### src/sv/led_blink_controller_macros.svh
// ---------------------------------------------------------------------------
// LED blink controller assertion macros
// Concurrent assertion helpers; empty when SYNTHESIS is defined.
// ---------------------------------------------------------------------------
`ifndef LED_BLINK_CONTROLLER_MACROS_SVH
`define LED_BLINK_CONTROLLER_MACROS_SVH

`ifndef SYNTHESIS
`define LBC_ASSERT_IMPLY(label, clk, rst, ante, cons) \
   label: assert property (@(posedge clk) disable iff (rst) (ante) |-> (cons)) \
      else $error("lbc assertion failed");
`define LBC_ASSERT_NEXT(label, clk, rst, ante, cons) \
   label: assert property (@(posedge clk) disable iff (rst) (ante) |=> (cons)) \
      else $error("lbc assertion failed");
`else
`define LBC_ASSERT_IMPLY(label, clk, rst, ante, cons)
`define LBC_ASSERT_NEXT(label, clk, rst, ante, cons)
`endif

`endif

### src/sv/lbc_pkg.sv
// ---------------------------------------------------------------------------
// LED blink controller package
// Widths, command codes, phase encoding, shared types and saturation helpers.
// ---------------------------------------------------------------------------
package lbc_pkg;

   localparam int TIME_BITS  = 16;
   localparam int LOOP_BITS  = 16;

   localparam int CMD_W      = 3;
   localparam int TIME_W     = 16;
   localparam int LOOP_W     = 16;

   localparam int CSR_ADDR_W = 3;
   localparam int CSR_DATA_W = 32;

   localparam logic [32:0] TIME_MAX = (33'd1 << TIME_BITS) - 33'd1;
   localparam logic [32:0] LOOP_MAX = (33'd1 << LOOP_BITS) - 33'd1;

   localparam logic [0:0] REG_ACTIVE_LOW = 1'b0;

   typedef enum logic [CMD_W-1:0] {
      CMD_TICK   = 3'd0,
      CMD_ON     = 3'd1,
      CMD_OFF    = 3'd2,
      CMD_TOGGLE = 3'd3,
      CMD_BLINK  = 3'd4,
      CMD_STATUS = 3'd5
   } cmd_type;

   typedef enum logic [2:0] {
      PHASE_IDLE = 3'b001,
      PHASE_LIT  = 3'b010,
      PHASE_DARK = 3'b100
   } phase_type;

   typedef struct packed {
      logic [CMD_W-1:0]  cmd;
      logic [TIME_W-1:0] on_time;
      logic [TIME_W-1:0] off_time;
      logic [LOOP_W-1:0] loop_count;
   } req_item_type;

   typedef struct packed {
      logic pin_level;
      logic led_lit;
      logic blinking;
   } rsp_item_type;

   function automatic logic [TIME_BITS-1:0] sat_time(input logic [TIME_W-1:0] t);
      logic [32:0] wide;
      wide = 33'(t);
      if (wide > TIME_MAX) wide = TIME_MAX;
      if (wide == 33'd0) wide = 33'd1;
      return TIME_BITS'(wide);
   endfunction

   function automatic logic [LOOP_BITS-1:0] sat_loop(input logic [LOOP_W-1:0] n);
      logic [32:0] wide;
      wide = 33'(n);
      if (wide > LOOP_MAX) wide = LOOP_MAX;
      return LOOP_BITS'(wide);
   endfunction

endpackage

### src/sv/lbc_csr.sv
// ---------------------------------------------------------------------------
// LED blink controller register port
// APB-style slave holding the polarity register.
// ---------------------------------------------------------------------------
module lbc_csr (
   input  logic                            clock,
   input  logic                            reset,
   input  logic                            psel,
   input  logic                            penable,
   input  logic                            pwrite,
   input  logic [lbc_pkg::CSR_ADDR_W-1:0]  paddr,
   input  logic [lbc_pkg::CSR_DATA_W-1:0]  pwdata,
   output logic [lbc_pkg::CSR_DATA_W-1:0]  prdata,
   output logic                            pready,
   output logic                            active_low
);
   import lbc_pkg::*;

   logic       active_low_ff;
   logic       active_low_in;
   logic [0:0] reg_index;
   logic       wr_en;

   assign reg_index = paddr[CSR_ADDR_W-1:2];
   assign pready    = 1'b1;
   assign wr_en     = psel && penable && pwrite && pready;

   always_comb begin
      active_low_in = active_low_ff;
      if (wr_en && reg_index == REG_ACTIVE_LOW) begin
         active_low_in = pwdata[0];
      end
   end

   always_ff @(posedge clock) begin
      if (reset) begin
         active_low_ff <= 1'b0;
      end else begin
         active_low_ff <= active_low_in;
      end
   end

   always_comb begin
      prdata = '0;
      if (reg_index == REG_ACTIVE_LOW) begin
         prdata = CSR_DATA_W'(active_low_ff);
      end
   end

   assign active_low = active_low_ff;

endmodule

### src/sv/lbc_core.sv
// ---------------------------------------------------------------------------
// LED blink controller core
// Blink state registers and the single-pass command update.
// ---------------------------------------------------------------------------
`include "led_blink_controller_macros.svh"

module lbc_core (
   input  logic                  clock,
   input  logic                  reset,
   input  logic                  fire,
   input  lbc_pkg::req_item_type item,
   input  logic                  active_low,
   output lbc_pkg::rsp_item_type result
);
   import lbc_pkg::*;

   logic                 pin_ff,     pin_in;
   phase_type            phase_ff,   phase_in;
   logic [TIME_BITS-1:0] ticks_ff,   ticks_in;
   logic [LOOP_BITS-1:0] periods_ff, periods_in;
   logic                 endless_ff, endless_in;
   logic [TIME_BITS-1:0] lit_ff,     lit_in;
   logic [TIME_BITS-1:0] dark_ff,    dark_in;
   logic [LOOP_BITS-1:0] periods_dec;

   assign periods_dec = (!endless_ff && periods_ff != '0) ?
                        periods_ff - LOOP_BITS'(1) : periods_ff;

   always_comb begin
      pin_in     = pin_ff;
      phase_in   = phase_ff;
      ticks_in   = ticks_ff;
      periods_in = periods_ff;
      endless_in = endless_ff;
      lit_in     = lit_ff;
      dark_in    = dark_ff;
      case (item.cmd)
         CMD_TICK: begin
            if (phase_ff != PHASE_IDLE) begin
               if (ticks_ff <= TIME_BITS'(1)) begin
                  if (phase_ff == PHASE_LIT) begin
                     phase_in = PHASE_DARK;
                     ticks_in = dark_ff;
                     pin_in   = active_low;
                  end else begin
                     periods_in = periods_dec;
                     if (endless_ff || periods_dec != '0) begin
                        phase_in = PHASE_LIT;
                        ticks_in = lit_ff;
                        pin_in   = ~active_low;
                     end else begin
                        phase_in = PHASE_IDLE;
                        ticks_in = '0;
                     end
                  end
               end else begin
                  ticks_in = ticks_ff - TIME_BITS'(1);
               end
            end
         end
         CMD_ON: begin
            phase_in = PHASE_IDLE;
            ticks_in = '0;
            pin_in   = ~active_low;
         end
         CMD_OFF: begin
            phase_in = PHASE_IDLE;
            ticks_in = '0;
            pin_in   = active_low;
         end
         CMD_TOGGLE: begin
            phase_in = PHASE_IDLE;
            ticks_in = '0;
            pin_in   = ~pin_ff;
         end
         CMD_BLINK: begin
            lit_in  = sat_time(item.on_time);
            dark_in = sat_time(item.off_time);
            if (item.loop_count == '0) begin
               endless_in = 1'b1;
               periods_in = '0;
            end else begin
               endless_in = 1'b0;
               periods_in = sat_loop(item.loop_count);
            end
            phase_in = PHASE_LIT;
            ticks_in = sat_time(item.on_time);
            pin_in   = ~active_low;
         end
         default: begin
         end
      endcase
   end

   always_ff @(posedge clock) begin
      if (reset) begin
         pin_ff     <= 1'b0;
         phase_ff   <= PHASE_IDLE;
         ticks_ff   <= '0;
         periods_ff <= '0;
         endless_ff <= 1'b0;
         lit_ff     <= '0;
         dark_ff    <= '0;
      end else if (fire) begin
         pin_ff     <= pin_in;
         phase_ff   <= phase_in;
         ticks_ff   <= ticks_in;
         periods_ff <= periods_in;
         endless_ff <= endless_in;
         lit_ff     <= lit_in;
         dark_ff    <= dark_in;
      end
   end

   assign result.pin_level = pin_in;
   assign result.led_lit   = pin_in ^ active_low;
   assign result.blinking  = (phase_in != PHASE_IDLE);

   `LBC_ASSERT_IMPLY(a_idle_no_ticks, clock, reset, phase_ff == PHASE_IDLE, ticks_ff == '0)
   `LBC_ASSERT_IMPLY(a_run_has_ticks, clock, reset, phase_ff != PHASE_IDLE, ticks_ff != '0)
   `LBC_ASSERT_NEXT(a_blink_starts_lit, clock, reset, fire && item.cmd == CMD_BLINK, phase_ff == PHASE_LIT && pin_ff == ~$past(active_low))

endmodule

### src/sv/led_blink_controller.sv
// A request transfer is captured in the input register; its response then sits in the result register.
// Throughput: one request per cycle unless responses stall; one core pass per command.
// Stalls on the response side hold the result register and back up through the input register.
// Reset (synchronous, active high) clears both registers' valids, blink state and polarity.
// ---------------------------------------------------------------------------
// LED blink controller
// Command-driven LED driver with polarity register and blink sequencer.
// ---------------------------------------------------------------------------
`include "led_blink_controller_macros.svh"

module led_blink_controller (
   input  logic                            clock,
   input  logic                            reset,
   input  logic                            req_valid,
   output logic                            req_ready,
   input  logic [lbc_pkg::CMD_W-1:0]       req_cmd,
   input  logic [lbc_pkg::TIME_W-1:0]      req_on_time,
   input  logic [lbc_pkg::TIME_W-1:0]      req_off_time,
   input  logic [lbc_pkg::LOOP_W-1:0]      req_loop_count,
   output logic                            rsp_valid,
   input  logic                            rsp_ready,
   output logic                            rsp_pin_level,
   output logic                            rsp_led_lit,
   output logic                            rsp_blinking,
   input  logic                            psel,
   input  logic                            penable,
   input  logic                            pwrite,
   input  logic [lbc_pkg::CSR_ADDR_W-1:0]  paddr,
   input  logic [lbc_pkg::CSR_DATA_W-1:0]  pwdata,
   output logic [lbc_pkg::CSR_DATA_W-1:0]  prdata,
   output logic                            pready
);
   import lbc_pkg::*;

   logic         in_valid_ff, in_valid_in;
   req_item_type in_item_ff;
   logic         out_valid_ff, out_valid_in;
   rsp_item_type out_item_ff;
   rsp_item_type core_result;
   logic         active_low;
   logic         advance;
   logic         req_xfer;

   lbc_csr u_csr (
      .clock      (clock),
      .reset      (reset),
      .psel       (psel),
      .penable    (penable),
      .pwrite     (pwrite),
      .paddr      (paddr),
      .pwdata     (pwdata),
      .prdata     (prdata),
      .pready     (pready),
      .active_low (active_low)
   );

   assign advance   = in_valid_ff && (!out_valid_ff || rsp_ready);
   assign req_ready = !in_valid_ff || advance;
   assign req_xfer  = req_valid && req_ready;

   always_comb begin
      in_valid_in = in_valid_ff;
      if (req_xfer) begin
         in_valid_in = 1'b1;
      end else if (advance) begin
         in_valid_in = 1'b0;
      end
      out_valid_in = out_valid_ff;
      if (advance) begin
         out_valid_in = 1'b1;
      end else if (rsp_ready) begin
         out_valid_in = 1'b0;
      end
   end

   always_ff @(posedge clock) begin
      if (reset) begin
         in_valid_ff  <= 1'b0;
         out_valid_ff <= 1'b0;
      end else begin
         in_valid_ff  <= in_valid_in;
         out_valid_ff <= out_valid_in;
      end
   end

   always_ff @(posedge clock) begin
      if (req_xfer) begin
         in_item_ff.cmd        <= req_cmd;
         in_item_ff.on_time    <= req_on_time;
         in_item_ff.off_time   <= req_off_time;
         in_item_ff.loop_count <= req_loop_count;
      end
      if (advance) begin
         out_item_ff <= core_result;
      end
   end

   lbc_core u_core (
      .clock      (clock),
      .reset      (reset),
      .fire       (advance),
      .item       (in_item_ff),
      .active_low (active_low),
      .result     (core_result)
   );

   assign rsp_valid     = out_valid_ff;
   assign rsp_pin_level = out_item_ff.pin_level;
   assign rsp_led_lit   = out_item_ff.led_lit;
   assign rsp_blinking  = out_item_ff.blinking;

   `LBC_ASSERT_NEXT(a_advance_fills_out, clock, reset, advance, out_valid_ff)
   `LBC_ASSERT_IMPLY(a_lit_matches_pol, clock, reset, out_valid_ff && !$past(advance) && $past(out_valid_ff) && $stable(active_low), rsp_led_lit == (rsp_pin_level ^ active_low))

endmodule
### config.mk
export PLATFORM = sky130hd
export DESIGN_NAME = led_blink_controller
export DESIGN_NICKNAME = d
export VERILOG_FILES = /design/src/sv/lbc_pkg.sv /design/src/sv/lbc_csr.sv /design/src/sv/lbc_core.sv /design/src/sv/led_blink_controller.sv
export VERILOG_INCLUDE_DIRS = /design/src /design/src/sv
export SDC_FILE = /design/constraint.sdc
export NUM_CORES = 1
export LEC_CHECK = 0
export ABC_CLOCK_PERIOD_IN_PS = 3000
export BUFFER_PORTS_ARGS = -buffer_cell sky130_fd_sc_hd__clkbuf_2
export CORE_UTILIZATION = 50
export CTS_BUF_LIST = sky130_fd_sc_hd__clkbuf_4 sky130_fd_sc_hd__clkbuf_8 sky130_fd_sc_hd__clkbuf_16
export DETAILED_ROUTE_END_ITERATION = 6
export HOLD_SLACK_MARGIN = 0.15
export PLACE_DENSITY = 0.87
export SLEW_MARGIN = 20
export SYNTH_ARGS = -nofsm -noshare
export SYNTH_HDL_FRONTEND = slang
export SYNTH_HIERARCHICAL = 1
export SYNTH_SLANG_ARGS = --single-unit
export TNS_END_PERCENT = 50
### constraint.sdc
create_clock -name clock -period 3 [get_ports clock]
set_input_delay 0.45 -clock clock [delete_from_list [all_inputs] [get_ports clock]]
set_output_delay 0.45 -clock clock [all_outputs]
set_load 0.02 [all_outputs]
# Word-level counts from Yosys, hierarchy flattened
# Cells that the tools add are included.
# W data, S select, Z words.
# word_totals
out_inout_bits	38
register_bits	126
input_bits	93
elab_cells	90
# classes
reduce_logical	27
n_lt_le_gt_ge	1
n_addsub	2
bitwise_logic	4
n_mux	29
eq_ne	10
# op_table
cell	count
$mux W16	11
$logic_not A16 Y1	3
$pmux W16 S3	1
$pmux W16 S2	1
$reduce_bool A16 Y1	2
$sub A16 B1 Y16 const B	2
$le A16 B1 Y1 const B	1
$mux W1	10
$eq A3 B2 Y1 const B	3
$mux W3	3
$pmux W3 S3	1
$logic_and A1 B1 Y1	6
$ne A3 B1 Y1 const B	2
$reduce_bool A2 Y1	3
$reduce_and A5 Y1	1
$ne A2 B1 Y1 const B	2
$pmux W1 S4	1
$eq A3 B1 Y1 const B	1
$eq A3 B3 Y1 const B	1
$logic_not A1 Y1	3
$logic_not A3 Y1	1
$logic_or A1 B1 Y1	3
$not A1 Y1	3
$reduce_and A3 Y1	1
other kinds (7)	7

# Longest topological paths before layout
# logic_depth
word_depth	11
ltp_mapped	13
ltp_nobuf	10

# By module
# Netlist, hierarchy kept.
# by_module_without_submodules
module	seq_area_each_um2	area_per_inst_um2	cells_per_inst	n_inst
lbc_core	1381.3	4463.0	634	1
led_blink_controller	1661.6	1725.4	64	1
lbc_csr	20.0	309.0	40	1

# Worst setup path before layout
# No wires, ideal clock.
# synth_path
path_kind	reg-to-reg
startpoint	register u_core.periods_ff[0]
endpoint	register out_item_ff, in the netlist rsp_blinking (data pin)
slack_ns	0.028
synth_period_minus_slack_ns	2.972
n_path_buf	1
setup_ns	0.261
required_time_ns	2.739
path_stages_with_launch	12
t_arrival_ns	2.711
cell_sequence	dfxtp_1 inv_1 ha_1 buf_2 nor4b_2 a41oi_2 nor4_1 a31oi_1 nor4_4 nand3_1 a21o_1 o32a_1
# synth_lines
element	line_no	source
from (decl)	lbc_core.sv:20	logic [LOOP_BITS-1:0] periods_ff, periods_in;
from (signal assigned)	lbc_core.sv:108	periods_ff <= periods_in;
to (signal assigned)	led_blink_controller.sv:94	out_item_ff <= core_result;
to (decl)	led_blink_controller.sv:38	rsp_item_type out_item_ff;

==> results.txt <==
----------------------------------------------------
[GRT]
  Sum of overflow across all layers after global routing ... 0
  Antenna violations before repair ... 0
  Wire length of the first global-routing pass ... ~25 mm
  Vias in the first global route ... between 5000 and 6000
  Maximum number of pins on one net before global-route repair ... 52
  All-Layer GR Usage ... between 20% and 30%

[Cells and area]
  Area used by multi-input combinational logic ... 3050 um^2
  Number of inserted diodes ... 0
  Register area ... 3060 um^2
  Fill cell total of the finished layout ... about 1100
  Synthesis-to-finish area growth ... 16.5%
  Ratio of cells with drive above 1 in the final layout ... between 20% and 30%
  Final core utilization ... between 50% and 60%
  Layout Nets ... around 900

[Routing]
  Total via count in the routed design ... around 5700
  Post-DR wirelength/cell ... roughly 15 um
  Antenna viol nets, final ... 0
  Iteration-0 DRC count of the detailed router ... between 400 and 500
  Length of the first detailed-routing pass in iterations ... 5
  Via-per-instance ratio ... 5.79
  DRC ... 0
  Wire length reported by the detailed router ... 15.3 mm

[Worst setup path]
  Delay of the slowest cell on the worst path ... roughly 0.57 ns
  Worst Path Required ... around 3.2 ns
  Critical-path top delay cell ... sky130_fd_sc_hd__or4_4
  Category of the most critical setup path ... reg2reg
  Depth of the worst register-to-register path ... 8
  Crit-path cells ... or4_4 > o31a_1 > nor4b_4 > a31oi_2 > nor4_4 > nand3_1 > a21o_1 > o32a_1
  R2r startpoint ... u_core/periods_ff[0]
  Kind of start point of the critical path ... register
  CP Capture Point ... rsp_blinking
  Critical path arrival ... roughly 3.1 ns
  CP Buf/Inv Count ... 0
  Top delay family on crit path ... simple AND/OR/NAND/NOR gates
  Worst Path Max Fanout ... 4
  Start point of the critical path ... u_core/periods_ff[0]
  R2r setup slk ... between 0.09 and 0.1 ns
  Critical R2R Capture ... rsp_blinking
  CP endpoint kind ... register
  WP depth ... 8

[STA]
  Setup repair after global routing missed its margin ... yes
  Pins Over Slew Limit ... 0
  Worst Max-Slew Pin Slew ... roughly 1.0 ns
  Minimum clock period after layout ... between 2 and 3 ns
  Setup clock skew after layout ... around 0.0058 ns
  Worst slew margin relative to its limit ... roughly a third
  Portion of the clock cycle consumed by the worst path in the final layout ... ~97%
  Post-Route Hold Slack ... slightly below 0.2 ns
  Final hold viol count ... 0
  Maximum frequency from static timing analysis ... between 300 and 400 MHz
  Final setup viols ... 0

[Placed design]
  Half-perimeter wire length of the detailed placement result ... 10.2 mm
  Quantity of I/O buffers inserted on ports ... 65
  Final weighted congestion in routability-driven placement ... between 0.9 and 1

[Power]
  Total power of the final layout ... roughly 4.6 mW
  Maximum vdd ir drop ... about 0.00052 V
  Static Leak ... roughly 2.8 nW
  Power per cell area ... 614 nW/um^2

[Yosys]
  Fraction of the yosys area taken by sequential cells ... a little under half
  Cell type contributing the most total cell area after synthesis ... sky130_fd_sc_hd__edfxtp_1
  Share of the synthesized area in the top cell type ... roughly 25%
  Commonest register cell after synthesis ... sky130_fd_sc_hd__dfxtp_1
  FFs w/ async S/R, synth ... 0%
  Cell count after synthesis ... between 700 and 800
  Post-Synthesis Mean Instance Area ... approximately 8.8 um^2
  Post-synth cell types ... 71
  Count of flip-flops with a built-in enable after synthesis ... 54
  Flip-flop and latch count after synthesis ... approximately 130
  Count of yosys warnings during synthesis ... 6
  Area of the mapped netlist ... roughly 6500 um^2
  Ranking of synthesized cells by area ... sky130_fd_sc_hd__edfxtp_1 (25%), sky130_fd_sc_hd__dfxtp_1 (22%), sky130_fd_sc_hd__nand2_1 (7.5%), sky130_fd_sc_hd__a21oi_1 (5.6%), sky130_fd_sc_hd__buf_4 (4.2%)

[CTS]
  Maximum root-to-sink buffer count ... 2
  # H-tree levels ... 4
  Clk pin slew, worst setup/hold paths ... around 0.060 ns
  Worst skew pair latency ... 0.42 ns
  Clock Sink Count ... about 130
  Clock tree from TritonCTS ... built
  CTS buffer count ... 17
  Count of buffers added by post-CTS timing repair for setup ... 0
  Clk Tree Root Cell ... sky130_fd_sc_hd__clkbuf_16

[Die]
  Die area ... 13500 um^2
  Initial Utilization ... 51.5%
  Die H ... between 100 and 150 um
  Die Width ... 116 um
  Standard-cell row count ... between 40 and 50
  I/O Pins ... ~130
  Area of the core ... 12600 um^2

[Status]
  Result of the run ... completed

[Flow run]
  Count of maximum capacitance violations ... 0

[Hold path]
  Worst min-delay path class ... in2reg

----------------------------------------------------
[placed cells by master (no fill, tap or decap), drive strengths merged, types with 4 or more instances in the layout]
cell type  synthesis  final
a211oi            22     22
a21oi             76     76
a221oi            16     16
a22oi              4      4
a31oi              4      4
and2               7      7
and3               5      5
buf               50     35
clkbuf            35     83
conb               2     32
dfxtp             72     72
edfxtp            54     54
inv               14     23
nand2            130    130
nand2b             4      4
nand3             15     15
nand4             16     16
nor2              72     72
nor3              17     17
nor4              20     20
o21ai             24     24
o22ai              4      4
xnor2              7      7
xor2               7      7
[Yosys cell counts (4+ instances only)]
library cell	number
sky130_fd_sc_hd__nand3_1	14
sky130_fd_sc_hd__buf_4	36
sky130_fd_sc_hd__a31oi_1	4
sky130_fd_sc_hd__o22ai_1	4
sky130_fd_sc_hd__edfxtp_1	54
sky130_fd_sc_hd__xnor2_1	7
sky130_fd_sc_hd__nor2_1	72
sky130_fd_sc_hd__clkbuf_1	35
sky130_fd_sc_hd__a221oi_1	16
sky130_fd_sc_hd__inv_1	14
sky130_fd_sc_hd__nand4_1	16
sky130_fd_sc_hd__nor3_1	17
sky130_fd_sc_hd__nand2_1	130
sky130_fd_sc_hd__nor4_1	18
sky130_fd_sc_hd__nand2b_1	4
sky130_fd_sc_hd__a22oi_1	4
sky130_fd_sc_hd__dfxtp_1	72
sky130_fd_sc_hd__xor2_1	7
sky130_fd_sc_hd__a21oi_1	73
sky130_fd_sc_hd__o21ai_0	24
sky130_fd_sc_hd__a211oi_1	22
sky130_fd_sc_hd__buf_2	7
sky130_fd_sc_hd__buf_6	6
sky130_fd_sc_hd__and3_1	5
[timing repair]
action	in CTS	in global routing
resized for setup	0	12
hold buffers	0	0
setup endpoints to repair	0	20
[sequential cells by signal, indices dropped and copies added (netlist names), 3 cells and up]
name	count
in_item_ff	51
u_core/dark_ff	16
u_core/lit_ff	16
u_core/periods_ff	16
u_core/ticks_ff	16
u_core/phase_ff	3
[worst min path at each step]
stage | from | endpoint | slack [ns] | cells after the start
after floorplan | u_core/dark_ff[10] | u_core/dark_ff[10] | 0.44 | 2
after global placement | u_core/dark_ff[4] | u_core/dark_ff[4] | 0.44 | 2
after detailed placement | u_core/dark_ff[1] | u_core/dark_ff[1] | 0.45 | 2
after CTS | req_on_time[3] | in_item_ff[35] | 0.18 | 1
after global routing | req_on_time[3] | in_item_ff[35] | 0.18 | 1
final | req_on_time[3] | in_item_ff[35] | 0.20 | 1
[per-layer routing]
| metal | up-vias | wire length (um) | track usage [%] |
|---|---|---|---|
| met2 | 286 | 7060 | 37.6 |
| met5 | - | 0 | 0 |
| met3 | 54 | 1210 | 5.49 |
| met4 | 0 | 565 | 13.5 |
| met1 | 2643 | 6460 | 30.7 |
| li1 | 2736 | - | - |
[kinds of logic after synthesis]
family	count (synthesis)	share of synthesized area, %
AO/OA/AOI/OAI	183	18.3
XOR/XNOR	14	1.89
adder cells (fa/ha/maj)	3	0.578
buffers and inverters	99	8.63
flip-flops	126	47.1
multiplexers	2	0.327
other	2	0.116
AND/OR/NAND/NOR	309	23.1
[per-stage QoR]
| step | cell area (um^2) | TNS (ns) | setup WS [ns] | cells |
|---|---|---|---|---|
| after floorplan | 6610 | 0 | 0.0278 | 768 |
| after global placement | 6910 | 0 | 0.0908 | 955 |
| after detailed placement | 6910 | 0 | 0.0292 | 955 |
| after CTS | 7510 | 0 | 0.0125 | 987 |
| after global routing | 7570 | -0.0416 | -0.0396 | 987 |
| final | 7570 | 0 | 0.0961 | 987 |
[power by group]
part / internal (mW) / leakage, nW / switching [mW]
sequential: 1.87 / 1.11 / 0.0621
clock: 1.26 / 0.288 / 0.826
combinational: 0.238 / 1.42 / 0.391
[final cells by class]
cell class / count / area share, %
Tap cell: 172 / 2.84
Clock inverter: 14 / 2.23
Timing Repair Buffer: 100 / 7.77
Sequential cell: 126 / 40.5
Clock buffer: 18 / 5.72
Inverter: 14 / 0.694
Multi-Input combinational cell: 543 / 40.3
Note: power is estimated with default switching activity, not from simulation.
